===== src/hw/rtl/fmsp_pkg.sv =====
// Shared constants, register map and config type for the four-motor speed PID.
`timescale 1ns / 1ps
`default_nettype none

package fmsp_pkg;

  // Loop count and frame ids
  localparam int MOTORS  = 4;
  localparam int FIELDS  = 4;
  localparam int ID_BASE = 513;
  localparam int MOTOR_W = (MOTORS > 1) ? $clog2(MOTORS) : 1;

  // Field widths
  localparam int ID_W    = 11;
  localparam int SPEED_W = 16;
  localparam int GAIN_W  = 24;
  localparam int DRIVE_W = 15;

  // Datapath widths
  localparam int E_W      = SPEED_W + 1;  // raw speed difference
  localparam int ERR_W    = 11;           // +-1000
  localparam int DER_W    = 16;           // +-30000
  localparam int INT_W    = 18;           // +-100000 tenths
  localparam int P_W      = 35;           // gain * err
  localparam int I_W      = 42;           // gain * integrator
  localparam int D_W      = 40;           // gain * derivative
  localparam int PCL_W    = 31;           // clamped P product
  localparam int SUM_W    = 46;
  localparam int SCALE_SH = 16;           // Q16.16 fraction bits
  localparam int SCALED_W = SUM_W - SCALE_SH;
  localparam int DIVN_W   = 17;           // dividend of the divide by ten
  localparam int REM_W    = 4;
  localparam int Q_W      = 14;
  localparam int CNT_W    = 5;

  // Limits
  localparam int ERR_LIMIT      = 1000;
  localparam int DER_STEP_LIMIT = 30;     // 30 * 1000 hits the derivative clamp
  localparam int DER_LIMIT      = 30000;
  localparam int INT_LIMIT      = 100000;
  localparam int P_LIMIT        = 655360000;  // 10000 in Q16.16
  localparam int OUT_LIMIT      = 10000;
  localparam int DIVN_MAX       = 100009;     // largest value that divides to 10000
  localparam int DIV_BASE       = 10;

  // Register map
  localparam int DATA_W = 32;
  localparam int ADDR_W = 5;
  localparam int REG_W  = 3;
  localparam logic [REG_W-1:0] REG_KP   = 3'd0;
  localparam logic [REG_W-1:0] REG_KI   = 3'd1;
  localparam logic [REG_W-1:0] REG_KD   = 3'd2;
  localparam logic [REG_W-1:0] REG_TGT0 = 3'd3;

  // Reset values
  localparam logic [GAIN_W-1:0] KP_RESET = 24'd458752;
  localparam logic [GAIN_W-1:0] KI_RESET = 24'd32768;
  localparam logic [GAIN_W-1:0] KD_RESET = 24'd7;
  localparam int TGT_RESET_EVEN = -2304;
  localparam int TGT_RESET_ODD  = 2304;

  typedef struct packed {
    logic [GAIN_W-1:0]              kp;
    logic [GAIN_W-1:0]              ki;
    logic [GAIN_W-1:0]              kd;
    logic [MOTORS-1:0][SPEED_W-1:0] tgt;
  } fmsp_cfg_t;

endpackage

`default_nettype wire


===== src/hw/rtl/four_motor_speed_pid_top.sv =====
// Four-motor speed PID: feedback capture, serial PID per motor, result register.
// Feedback beat: stored if its id matches, no result; the next beat can follow at once.
// Tick beat: per motor, a shift-add over the gain bits, a bit-serial divide by ten and five
// single steps; the result register is loaded after the last motor.
// in_ready stays low from the tick until the result is loaded, longer under an output stall.
// Reset (synchronous, active high) zeroes speeds and integrators and loads default gains.
`timescale 1ns / 1ps
`default_nettype none

module four_motor_speed_pid_top import fmsp_pkg::*; (
  input  wire logic                      clk,
  input  wire logic                      rst,
  // configuration
  input  wire logic                      psel,
  input  wire logic                      penable,
  input  wire logic                      pwrite,
  input  wire logic [ADDR_W-1:0]         paddr,
  input  wire logic [DATA_W-1:0]         pwdata,
  output logic      [DATA_W-1:0]         prdata,
  output logic                           pready,
  // input channel
  input  wire logic                      in_valid,
  output logic                           in_ready,
  input  wire logic                      action,
  input  wire logic        [ID_W-1:0]    frame_id,
  input  wire logic signed [SPEED_W-1:0] speed_reading,
  // output channel
  output logic                           out_valid,
  input  wire logic                      out_ready,
  output logic signed      [DRIVE_W-1:0] drive_motor_0,
  output logic signed      [DRIVE_W-1:0] drive_motor_1,
  output logic signed      [DRIVE_W-1:0] drive_motor_2,
  output logic signed      [DRIVE_W-1:0] drive_motor_3
);

  localparam logic [3:0] S_IDLE  = 4'd0;
  localparam logic [3:0] S_LOAD  = 4'd1;
  localparam logic [3:0] S_INTEG = 4'd2;
  localparam logic [3:0] S_MUL   = 4'd3;
  localparam logic [3:0] S_SUM1  = 4'd4;
  localparam logic [3:0] S_SUM2  = 4'd5;
  localparam logic [3:0] S_MAG   = 4'd6;
  localparam logic [3:0] S_DIV   = 4'd7;
  localparam logic [3:0] S_OUT   = 4'd8;

  fmsp_cfg_t cfg;

  logic [3:0]         state;
  logic [MOTOR_W-1:0] motor;
  logic [CNT_W-1:0]   bit_cnt;

  // per-motor loop state
  logic signed [SPEED_W-1:0] meas  [MOTORS];
  logic signed [SPEED_W-1:0] prev  [MOTORS];
  logic signed [INT_W-1:0]   integ [MOTORS];

  // datapath registers
  logic signed [ERR_W-1:0] err_r;
  logic signed [DER_W-1:0] der_r;
  logic signed [INT_W-1:0] acc_r;
  logic [GAIN_W-1:0]       kp_sh;
  logic [GAIN_W-1:0]       ki_sh;
  logic [GAIN_W-1:0]       kd_sh;
  logic signed [P_W-1:0]   p_acc;
  logic signed [I_W-1:0]   i_acc;
  logic signed [D_W-1:0]   d_acc;
  logic signed [SUM_W-1:0] sum_r;
  logic                    neg_r;
  logic signed [DRIVE_W-1:0] hold    [FIELDS];
  logic signed [DRIVE_W-1:0] drive_r [FIELDS];

  // combinational terms
  logic [ID_W:0]             id_diff;
  logic                      fb_hit;
  logic [MOTOR_W-1:0]        fb_idx;
  logic signed [SPEED_W-1:0] tgt_sel;
  logic signed [SPEED_W-1:0] meas_sel;
  logic signed [SPEED_W-1:0] prev_sel;
  logic signed [INT_W-1:0]   integ_sel;
  logic signed [E_W-1:0]     e_raw;
  logic signed [E_W-1:0]     d_raw;
  logic signed [DER_W-1:0]   d_x;
  logic signed [ERR_W-1:0]   err_c;
  logic signed [DER_W-1:0]   der_c;
  logic signed [INT_W:0]     a_raw;
  logic signed [INT_W-1:0]   acc_c;
  logic signed [P_W-1:0]     p_add;
  logic signed [I_W-1:0]     i_add;
  logic signed [D_W-1:0]     d_add;
  logic signed [PCL_W-1:0]   p_cl;
  logic [SUM_W-1:0]          mag;
  logic [SCALED_W-1:0]       scaled;
  logic [DIVN_W-1:0]         div_n;
  logic                      div_start;
  logic                      div_done;
  logic [Q_W-1:0]            div_q;
  logic signed [DRIVE_W-1:0] cmd_c;

  fmsp_regs u_regs (
    .clk     (clk),
    .rst     (rst),
    .psel    (psel),
    .penable (penable),
    .pwrite  (pwrite),
    .paddr   (paddr),
    .pwdata  (pwdata),
    .prdata  (prdata),
    .cfg     (cfg)
  );

  assign pready   = 1'b1;
  assign in_ready = (state == S_IDLE);

  // Feedback frame id decode
  assign id_diff = {1'b0, frame_id} - (ID_W+1)'(ID_BASE);
  assign fb_hit  = !id_diff[ID_W] && (id_diff < (ID_W+1)'(MOTORS));
  assign fb_idx  = id_diff[MOTOR_W-1:0];

  // Selected motor operands
  assign tgt_sel   = $signed(cfg.tgt[motor]);
  assign meas_sel  = meas[motor];
  assign prev_sel  = prev[motor];
  assign integ_sel = integ[motor];

  // Error and derivative with clamps
  always_comb begin
    e_raw = E_W'(tgt_sel) - E_W'(meas_sel);
    d_raw = E_W'(meas_sel) - E_W'(prev_sel);
    d_x   = DER_W'($signed(d_raw[7:0]));
    if (e_raw > ERR_LIMIT) begin
      err_c = ERR_W'(ERR_LIMIT);
    end else if (e_raw < -ERR_LIMIT) begin
      err_c = ERR_W'(-ERR_LIMIT);
    end else begin
      err_c = ERR_W'(e_raw);
    end
    // times 1000 as 1024 - 16 - 8
    if (d_raw > DER_STEP_LIMIT) begin
      der_c = DER_W'(DER_LIMIT);
    end else if (d_raw < -DER_STEP_LIMIT) begin
      der_c = DER_W'(-DER_LIMIT);
    end else begin
      der_c = (d_x <<< 10) - (d_x <<< 4) - (d_x <<< 3);
    end
  end

  // Integrator update with clamp
  always_comb begin
    a_raw = (INT_W+1)'(integ_sel) + (INT_W+1)'(err_r);
    if (a_raw > INT_LIMIT) begin
      acc_c = INT_W'(INT_LIMIT);
    end else if (a_raw < -INT_LIMIT) begin
      acc_c = INT_W'(-INT_LIMIT);
    end else begin
      acc_c = INT_W'(a_raw);
    end
  end

  // Shift-add terms, one gain bit per cycle, MSB first
  always_comb begin
    p_add = kp_sh[GAIN_W-1] ? P_W'(err_r) : P_W'(0);
    i_add = ki_sh[GAIN_W-1] ? I_W'(acc_r) : I_W'(0);
    d_add = kd_sh[GAIN_W-1] ? D_W'(der_r) : D_W'(0);
  end

  // P clamp
  always_comb begin
    if (p_acc > P_LIMIT) begin
      p_cl = PCL_W'(P_LIMIT);
    end else if (p_acc < -P_LIMIT) begin
      p_cl = PCL_W'(-P_LIMIT);
    end else begin
      p_cl = PCL_W'(p_acc);
    end
  end

  // Magnitude, drop Q16.16 fraction, clamp before the divide by ten
  always_comb begin
    mag    = sum_r[SUM_W-1] ? SUM_W'(-sum_r) : SUM_W'(sum_r);
    scaled = mag[SUM_W-1:SCALE_SH];
    div_n  = (scaled > SCALED_W'(DIVN_MAX)) ? DIVN_W'(DIVN_MAX) : scaled[DIVN_W-1:0];
  end

  assign div_start = (state == S_MAG);

  fmsp_div10 u_div10 (
    .clk      (clk),
    .rst      (rst),
    .start    (div_start),
    .dividend (div_n),
    .done     (div_done),
    .quotient (div_q)
  );

  assign cmd_c = neg_r ? -$signed({1'b0, div_q}) : $signed({1'b0, div_q});

  // Sequencer and loop state
  always_ff @(posedge clk) begin
    if (rst) begin
      state     <= S_IDLE;
      motor     <= '0;
      bit_cnt   <= '0;
      out_valid <= 1'b0;
      for (int k = 0; k < MOTORS; k++) begin
        meas[k]  <= '0;
        prev[k]  <= '0;
        integ[k] <= '0;
      end
    end else begin
      // result beat: raised when loaded, dropped when taken
      if (state == S_OUT && (!out_valid || out_ready)) begin
        out_valid <= 1'b1;
      end else if (out_valid && out_ready) begin
        out_valid <= 1'b0;
      end
      case (state)
        S_IDLE: begin
          if (in_valid) begin
            if (action) begin
              motor <= '0;
              state <= S_LOAD;
            end else if (fb_hit) begin
              meas[fb_idx] <= speed_reading;
            end
          end
        end
        S_LOAD: begin
          prev[motor] <= meas_sel;
          state       <= S_INTEG;
        end
        S_INTEG: begin
          integ[motor] <= acc_c;
          bit_cnt      <= '0;
          state        <= S_MUL;
        end
        S_MUL: begin
          bit_cnt <= bit_cnt + 1'b1;
          if (bit_cnt == CNT_W'(GAIN_W-1)) begin
            state <= S_SUM1;
          end
        end
        S_SUM1: state <= S_SUM2;
        S_SUM2: state <= S_MAG;
        S_MAG:  state <= S_DIV;
        S_DIV: begin
          if (div_done) begin
            if (motor == MOTOR_W'(MOTORS-1)) begin
              state <= S_OUT;
            end else begin
              motor <= motor + 1'b1;
              state <= S_LOAD;
            end
          end
        end
        S_OUT: begin
          if (!out_valid || out_ready) begin
            state <= S_IDLE;
          end
        end
        default: state <= S_IDLE;
      endcase
    end
  end

  // Datapath registers
  always_ff @(posedge clk) begin
    case (state)
      S_LOAD: begin
        err_r <= err_c;
        der_r <= der_c;
      end
      S_INTEG: begin
        acc_r <= acc_c;
        p_acc <= '0;
        i_acc <= '0;
        d_acc <= '0;
        kp_sh <= cfg.kp;
        ki_sh <= cfg.ki;
        kd_sh <= cfg.kd;
      end
      S_MUL: begin
        p_acc <= (p_acc <<< 1) + p_add;
        i_acc <= (i_acc <<< 1) + i_add;
        d_acc <= (d_acc <<< 1) + d_add;
        kp_sh <= kp_sh << 1;
        ki_sh <= ki_sh << 1;
        kd_sh <= kd_sh << 1;
      end
      // sum in units of 1/655360: I + 10*P, then + 10*D
      S_SUM1: sum_r <= SUM_W'(i_acc) + (SUM_W'(p_cl) <<< 3) + (SUM_W'(p_cl) <<< 1);
      S_SUM2: sum_r <= sum_r + (SUM_W'(d_acc) <<< 3) + (SUM_W'(d_acc) <<< 1);
      S_MAG:  neg_r <= sum_r[SUM_W-1];
      S_DIV: begin
        if (div_done) begin
          for (int k = 0; k < FIELDS; k++) begin
            if (k < MOTORS && int'(motor) == k) begin
              hold[k] <= cmd_c;
            end
          end
        end
      end
      S_OUT: begin
        if (!out_valid || out_ready) begin
          for (int k = 0; k < FIELDS; k++) begin
            drive_r[k] <= (k < MOTORS) ? hold[k] : DRIVE_W'(0);
          end
        end
      end
      default: ;
    endcase
  end

  assign drive_motor_0 = drive_r[0];
  assign drive_motor_1 = drive_r[1];
  assign drive_motor_2 = drive_r[2];
  assign drive_motor_3 = drive_r[3];

endmodule

`default_nettype wire


===== src/hw/rtl/fmsp_regs.sv =====
// APB register file: PID gains and per-motor target speeds.
`timescale 1ns / 1ps
`default_nettype none

module fmsp_regs import fmsp_pkg::*; (
  input  wire logic              clk,
  input  wire logic              rst,
  input  wire logic              psel,
  input  wire logic              penable,
  input  wire logic              pwrite,
  input  wire logic [ADDR_W-1:0] paddr,
  input  wire logic [DATA_W-1:0] pwdata,
  output logic      [DATA_W-1:0] prdata,
  output fmsp_cfg_t              cfg
);

  logic [REG_W-1:0] idx;
  logic             wr_en;

  assign idx   = paddr[ADDR_W-1:2];
  assign wr_en = psel & penable & pwrite;

  // Register writes
  always_ff @(posedge clk) begin
    if (rst) begin
      cfg.kp <= KP_RESET;
      cfg.ki <= KI_RESET;
      cfg.kd <= KD_RESET;
      for (int k = 0; k < MOTORS; k++) begin
        cfg.tgt[k] <= ((k & 1) != 0) ? SPEED_W'(TGT_RESET_ODD) : SPEED_W'(TGT_RESET_EVEN);
      end
    end else if (wr_en) begin
      case (idx)
        REG_KP:  cfg.kp <= pwdata[GAIN_W-1:0];
        REG_KI:  cfg.ki <= pwdata[GAIN_W-1:0];
        REG_KD:  cfg.kd <= pwdata[GAIN_W-1:0];
        default: begin
          for (int k = 0; k < MOTORS; k++) begin
            if (k < FIELDS && idx == REG_W'(int'(REG_TGT0) + k)) begin
              cfg.tgt[k] <= pwdata[SPEED_W-1:0];
            end
          end
        end
      endcase
    end
  end

  // Read mux
  always_comb begin
    prdata = '0;
    case (idx)
      REG_KP:  prdata = DATA_W'(cfg.kp);
      REG_KI:  prdata = DATA_W'(cfg.ki);
      REG_KD:  prdata = DATA_W'(cfg.kd);
      default: begin
        for (int k = 0; k < MOTORS; k++) begin
          if (k < FIELDS && idx == REG_W'(int'(REG_TGT0) + k)) begin
            prdata = DATA_W'($signed(cfg.tgt[k]));
          end
        end
      end
    endcase
  end

endmodule

`default_nettype wire


===== src/hw/rtl/fmsp_div10.sv =====
// Bit-serial restoring divider by ten, one quotient bit per cycle.
`timescale 1ns / 1ps
`default_nettype none

module fmsp_div10 import fmsp_pkg::*; (
  input  wire logic              clk,
  input  wire logic              rst,
  input  wire logic              start,
  input  wire logic [DIVN_W-1:0] dividend,
  output logic                   done,
  output logic      [Q_W-1:0]    quotient
);

  logic [DIVN_W-1:0] n_sh;
  logic [DIVN_W-1:0] q_sh;
  logic [REM_W-1:0]  rem;
  logic [CNT_W-1:0]  cnt;
  logic              busy;
  logic [REM_W:0]    trial;
  logic              fits;

  // Trial subtract of the running remainder
  assign trial = {rem, n_sh[DIVN_W-1]};
  assign fits  = (trial >= (REM_W+1)'(DIV_BASE));

  // Step control
  always_ff @(posedge clk) begin
    if (rst) begin
      busy <= 1'b0;
      done <= 1'b0;
      cnt  <= '0;
    end else begin
      done <= 1'b0;
      if (start) begin
        busy <= 1'b1;
        cnt  <= '0;
      end else if (busy) begin
        cnt <= cnt + 1'b1;
        if (cnt == CNT_W'(DIVN_W-1)) begin
          busy <= 1'b0;
          done <= 1'b1;
        end
      end
    end
  end

  // Shift registers
  always_ff @(posedge clk) begin
    if (start) begin
      n_sh <= dividend;
      rem  <= '0;
    end else if (busy) begin
      n_sh <= n_sh << 1;
      rem  <= fits ? REM_W'(trial - (REM_W+1)'(DIV_BASE)) : trial[REM_W-1:0];
      q_sh <= {q_sh[DIVN_W-2:0], fits};
    end
  end

  assign quotient = q_sh[Q_W-1:0];

endmodule

`default_nettype wire


===== config.mk =====
export PLATFORM = sky130hd
export DESIGN_NAME = four_motor_speed_pid_top
export DESIGN_NICKNAME = d
export VERILOG_FILES = /design/src/hw/rtl/fmsp_pkg.sv /design/src/hw/rtl/four_motor_speed_pid_top.sv /design/src/hw/rtl/fmsp_regs.sv /design/src/hw/rtl/fmsp_div10.sv
export SDC_FILE = /design/constraint.sdc
export NUM_CORES = 2
export LEC_CHECK = 0
export ABC_AREA = 1
export BUFFER_PORTS_ARGS = -buffer_cell sky130_fd_sc_hd__buf_4
export CAP_MARGIN = 30
export CORE_MARGIN = 2
export CORE_UTILIZATION = 45
export CTS_BUF_LIST = sky130_fd_sc_hd__clkbuf_2
export CTS_CLUSTER_DIAMETER = 200
export DETAILED_ROUTE_END_ITERATION = 10
export SYNTH_ARGS = -nofsm -noshare
export SYNTH_HDL_FRONTEND = slang
export SYNTH_SLANG_ARGS = --single-unit

===== constraint.sdc =====
create_clock -name clk -period 10.4 [get_ports clk]
set_input_delay 1.04 -clock clk [delete_from_list [all_inputs] [get_ports clk]]
set_output_delay 1.04 -clock clk [all_outputs]
set_load 0.01 [all_outputs]

==> reports/metrics.cfg <==
[logic_synthesis]
syn_area_per_cell_um2=7.946
yosys.area.top_type_share=0.3715
synth_cell_type_count=64
ys_seq_elements=787
synth_area_mm2=0.05060
synth.area.top_cells=edfxtp_1 37%, nand2_1 10%, nor2_1 7.3%, ha_1 7.1%, dfxtp_1 6.4%
synth_ff_type=edfxtp_1
syn_nets=6798
yosys_warnings=0
synthCells=6368
yosysTopAreaCell=edfxtp_1
synth_edf_count=626
async_flop_share=0
yosysSeqAreaShare=0.4352

[pwr]
combPwrFrac=0.627
p_sw_uw=10000
sw_frac_of_total=0.5256
power_density_mw_per_mm2=340.9
seq_power_share=0.253
total_leakage_power_uw=0.02446
clkPwrFrac=0.120
intPower_uw=9031
vdd_ir_drop_max_mv=0.2486

[clock_tree]
cts_tree=built
clock_path_buffers=3
cts_inserted_buffers=206
cts-resized-gates=0
cts.sinks=787
post_cts_buffers=0
root_buffer=clkbuf_2
insertion_delay_ns=1.59
clk_pin_slew_ns=0.10
cts_hold_buf=43
htreeDepth=4

[timing]
slew_headroom=0.2352
hold_viol_final=0
timing.hold.ws_ns=0.1361
final.period_utilization=0.5969
fin_crit_ns=6.207
rsz0062_at_grt=no
clock_skew_ns=0.2059
tightest_slew_ns=1.147
finalMaxSlewViolations=0
fmax_mhz=161.1
setup_slack_ns=4.193
setup_viol=0
finalSetupTns_ns=0

[worst_setup_path]
path_cells=buf_4 -> inv_2 -> buf_4 -> a21oi_1 -> a32oi_1 -> inv_1 -> ha_1 -> o21ai_0 -> nand2_1 -> nand2_1 -> xor2_1 -> fa_1 -> ha_1 -> a21oi_1 -> o21ai_0 -> a221oi_1 -> xnor2_1 -> nand2_1 -> nand2_1 -> inv_1
crit_family=compound AO/OA/AOI/OAI gates
crit_slowest_cell=xor2_1
startpoint_type=register
worstSetupPathType=reg2reg
critPathMaxStageDelay_ns=0.65
critPathBufInv=5
crit_top_cell=nand2_1
r2r-end=der_r[15]$_SDFFCE_PP0P_
ff2ff_setup_slack_ns=4.19
critical_path_peak_fanout=44
crit_arrival_ns=7.46
worst_ep_required_time_ns=11.65
end_kind=register
r2r_cells=20

[finish]
fin_cells=8319
area_delta_synth_final_pct=10.35
fin_nets=7079
final_common_cell=nand2_1
drive_gt1_frac=0.08676
layout_common_cells=1,411 x nand2_1, 976 x nor2_1, 703 x inv_1, 626 x edfxtp_1, 539 x a21oi_1

[die]
dieHeight_um=339.3
coreArea_mm2=0.1120
initial_core_util=0.4516
fp.dieArea_mm2=0.1151
rows=123
pin_count=167
die_w_um=339.3

[global_routing]
overflow=0
track_usage=0.2600
antenna_found_initial=3
grt_pass1_wl_um=236400
grt_pass1_vias=42770
grt_max_degree=189

[placement]
place_ws_ns=4.143
placed_cells=7898
io_buffer_count=155
gp_congestion=0.9732
post-dp-hpwl_um=113500

[min_path]
hp-start=frame_id[4]
hp-class=in2reg
hold_depth=4
min_to=meas[1][2]$_SDFFCE_PN0P_

[job]
max_cap_viol_count=0

[detailed_routing]
via_count=44640
drt-wirelength-per-cell_um=18.34
wl_um=152600
via_per_inst=5.366
drcViolationCount=0
dr.pass1.iters=6
drt_iter0_drc=3414
antenna_left=0

[run_status]
outcome=complete, no violations

-- logic make-up after synthesis --
family                   Yosys count  share of synthesized area
flip-flops                       787                     0.4352
AO/OA/AOI/OAI                   1357                     0.1504
AND/OR/NAND/NOR                 2892                     0.2325
adder cells (fa/ha/maj)          358                    0.09921
other                              1                 0.00007411
buffers and inverters            886                    0.06743
multiplexers                       2                  0.0004451
XOR/XNOR                          85                    0.01471
-- worst max path at each step --
stage	start	endpoint	slack [ns]	depth (start not counted)
finish	register	der_r[15]$_SDFFCE_PP0P_	4.19	20
global route	register	der_r[15]$_SDFFCE_PP0P_	3.73	20
CTS	register	der_r[15]$_SDFFCE_PP0P_	4.22	20
detailed placement	register	der_r[15]$_SDFFCE_PP0P_	4.14	20
global placement	register	der_r[15]$_SDFFCE_PP0P_	4.20	20
floorplan	state[3]$_SDFFE_PP0P_	bit_cnt[3]$_SDFFE_PP0P_	0.83	6
-- state kept, by name, indices dropped and copies added (netlist names), 14 cells and up, named ones only --
name / flops
u_div10.n_sh: 17
u_regs.cfg: 136
i_acc: 42
hold: 60
d_acc: 37
kp_sh: 24
p_acc: 35
u_div10.q_sh: 14
prev: 64
sum_r: 46
ki_sh: 24
kd_sh: 24
meas: 64
drive_r: 60
integ: 72
acc_r: 18
-- synthesized netlist by cell type (all sizes together), types with 28 or more instances --
master and instances:
buf 29, fa 72, o21a 37, o21ai 513, a21oi 540, a31oi 46
nand3 255, ha 286, clkbuf 143, nand2 1422, nand4 57, inv 708
o21bai 32, nor2 984, xnor2 28, edfxtp 626, o22ai 38, nor3 90
dfxtp 161, xor2 57
-- layer usage --
metal | wire length [um] | GRT usage | vias up
met5 | 0 | 0 | -
met1 | 66580 | 0.3392 | 20790
met4 | 5232 | 0.09753 | 0
met2 | 71860 | 0.4357 | 1295
li1 | - | - | 22280
met3 | 8932 | 0.04055 | 276
-- final cells by class --
type / instances / area [um^2]
Multi-Input combinational cell: 4695 / 25230
Tap cell: 1500 / 1877
Inverter: 714 / 2684
Clock inverter: 60 / 402.9
Sequential cell: 787 / 22020
Antenna cell: 7 / 17.52
Fill cell: 11200 / 56200
Timing Repair Buffer: 245 / 2044
Clock buffer: 311 / 1556
-- stage by stage --
step / total power (uW) / area [um^2] / utilization
6_report: 19030 / 55830 / 0.4983
3_3_place_gp: 16590 / 53300 / 0.4758
5_1_grt: 20880 / 55830 / 0.4983
2_1_floorplan: 13430 / 50600 / -
3_5_place_dp: 16660 / 53430 / 0.4769
4_1_cts: 19030 / 55820 / 0.4982
-- worst register-to-register path, cell delays in order (launching register included) --
cell and delay [ns]:
dfxtp_1 0.31, buf_4 0.20, inv_2 0.63, buf_4 0.57
a21oi_1 0.10, a32oi_1 0.60, inv_1 0.24, ha_1 0.28
o21ai_0 0.28, nand2_1 0.08, nand2_1 0.11, xor2_1 0.65
fa_1 0.56, ha_1 0.37, a21oi_1 0.25, o21ai_0 0.12
a221oi_1 0.34, xnor2_1 0.16, nand2_1 0.07, nand2_1 0.07
inv_1 0.05
-- power groups by stage --
stage | Combinational (uW) | Clock [uW] | Sequential, uW
final | 11900 | 2290 | 4820
after global routing | 13500 | 2500 | 4860
after CTS | 11900 | 2350 | 4820
after detailed placement | 11800 | 0 | 4890
after global placement | 11700 | 0 | 4880
after floorplan | 8800 | 0 | 4630
Note: power is estimated with default switching activity, not from simulation.
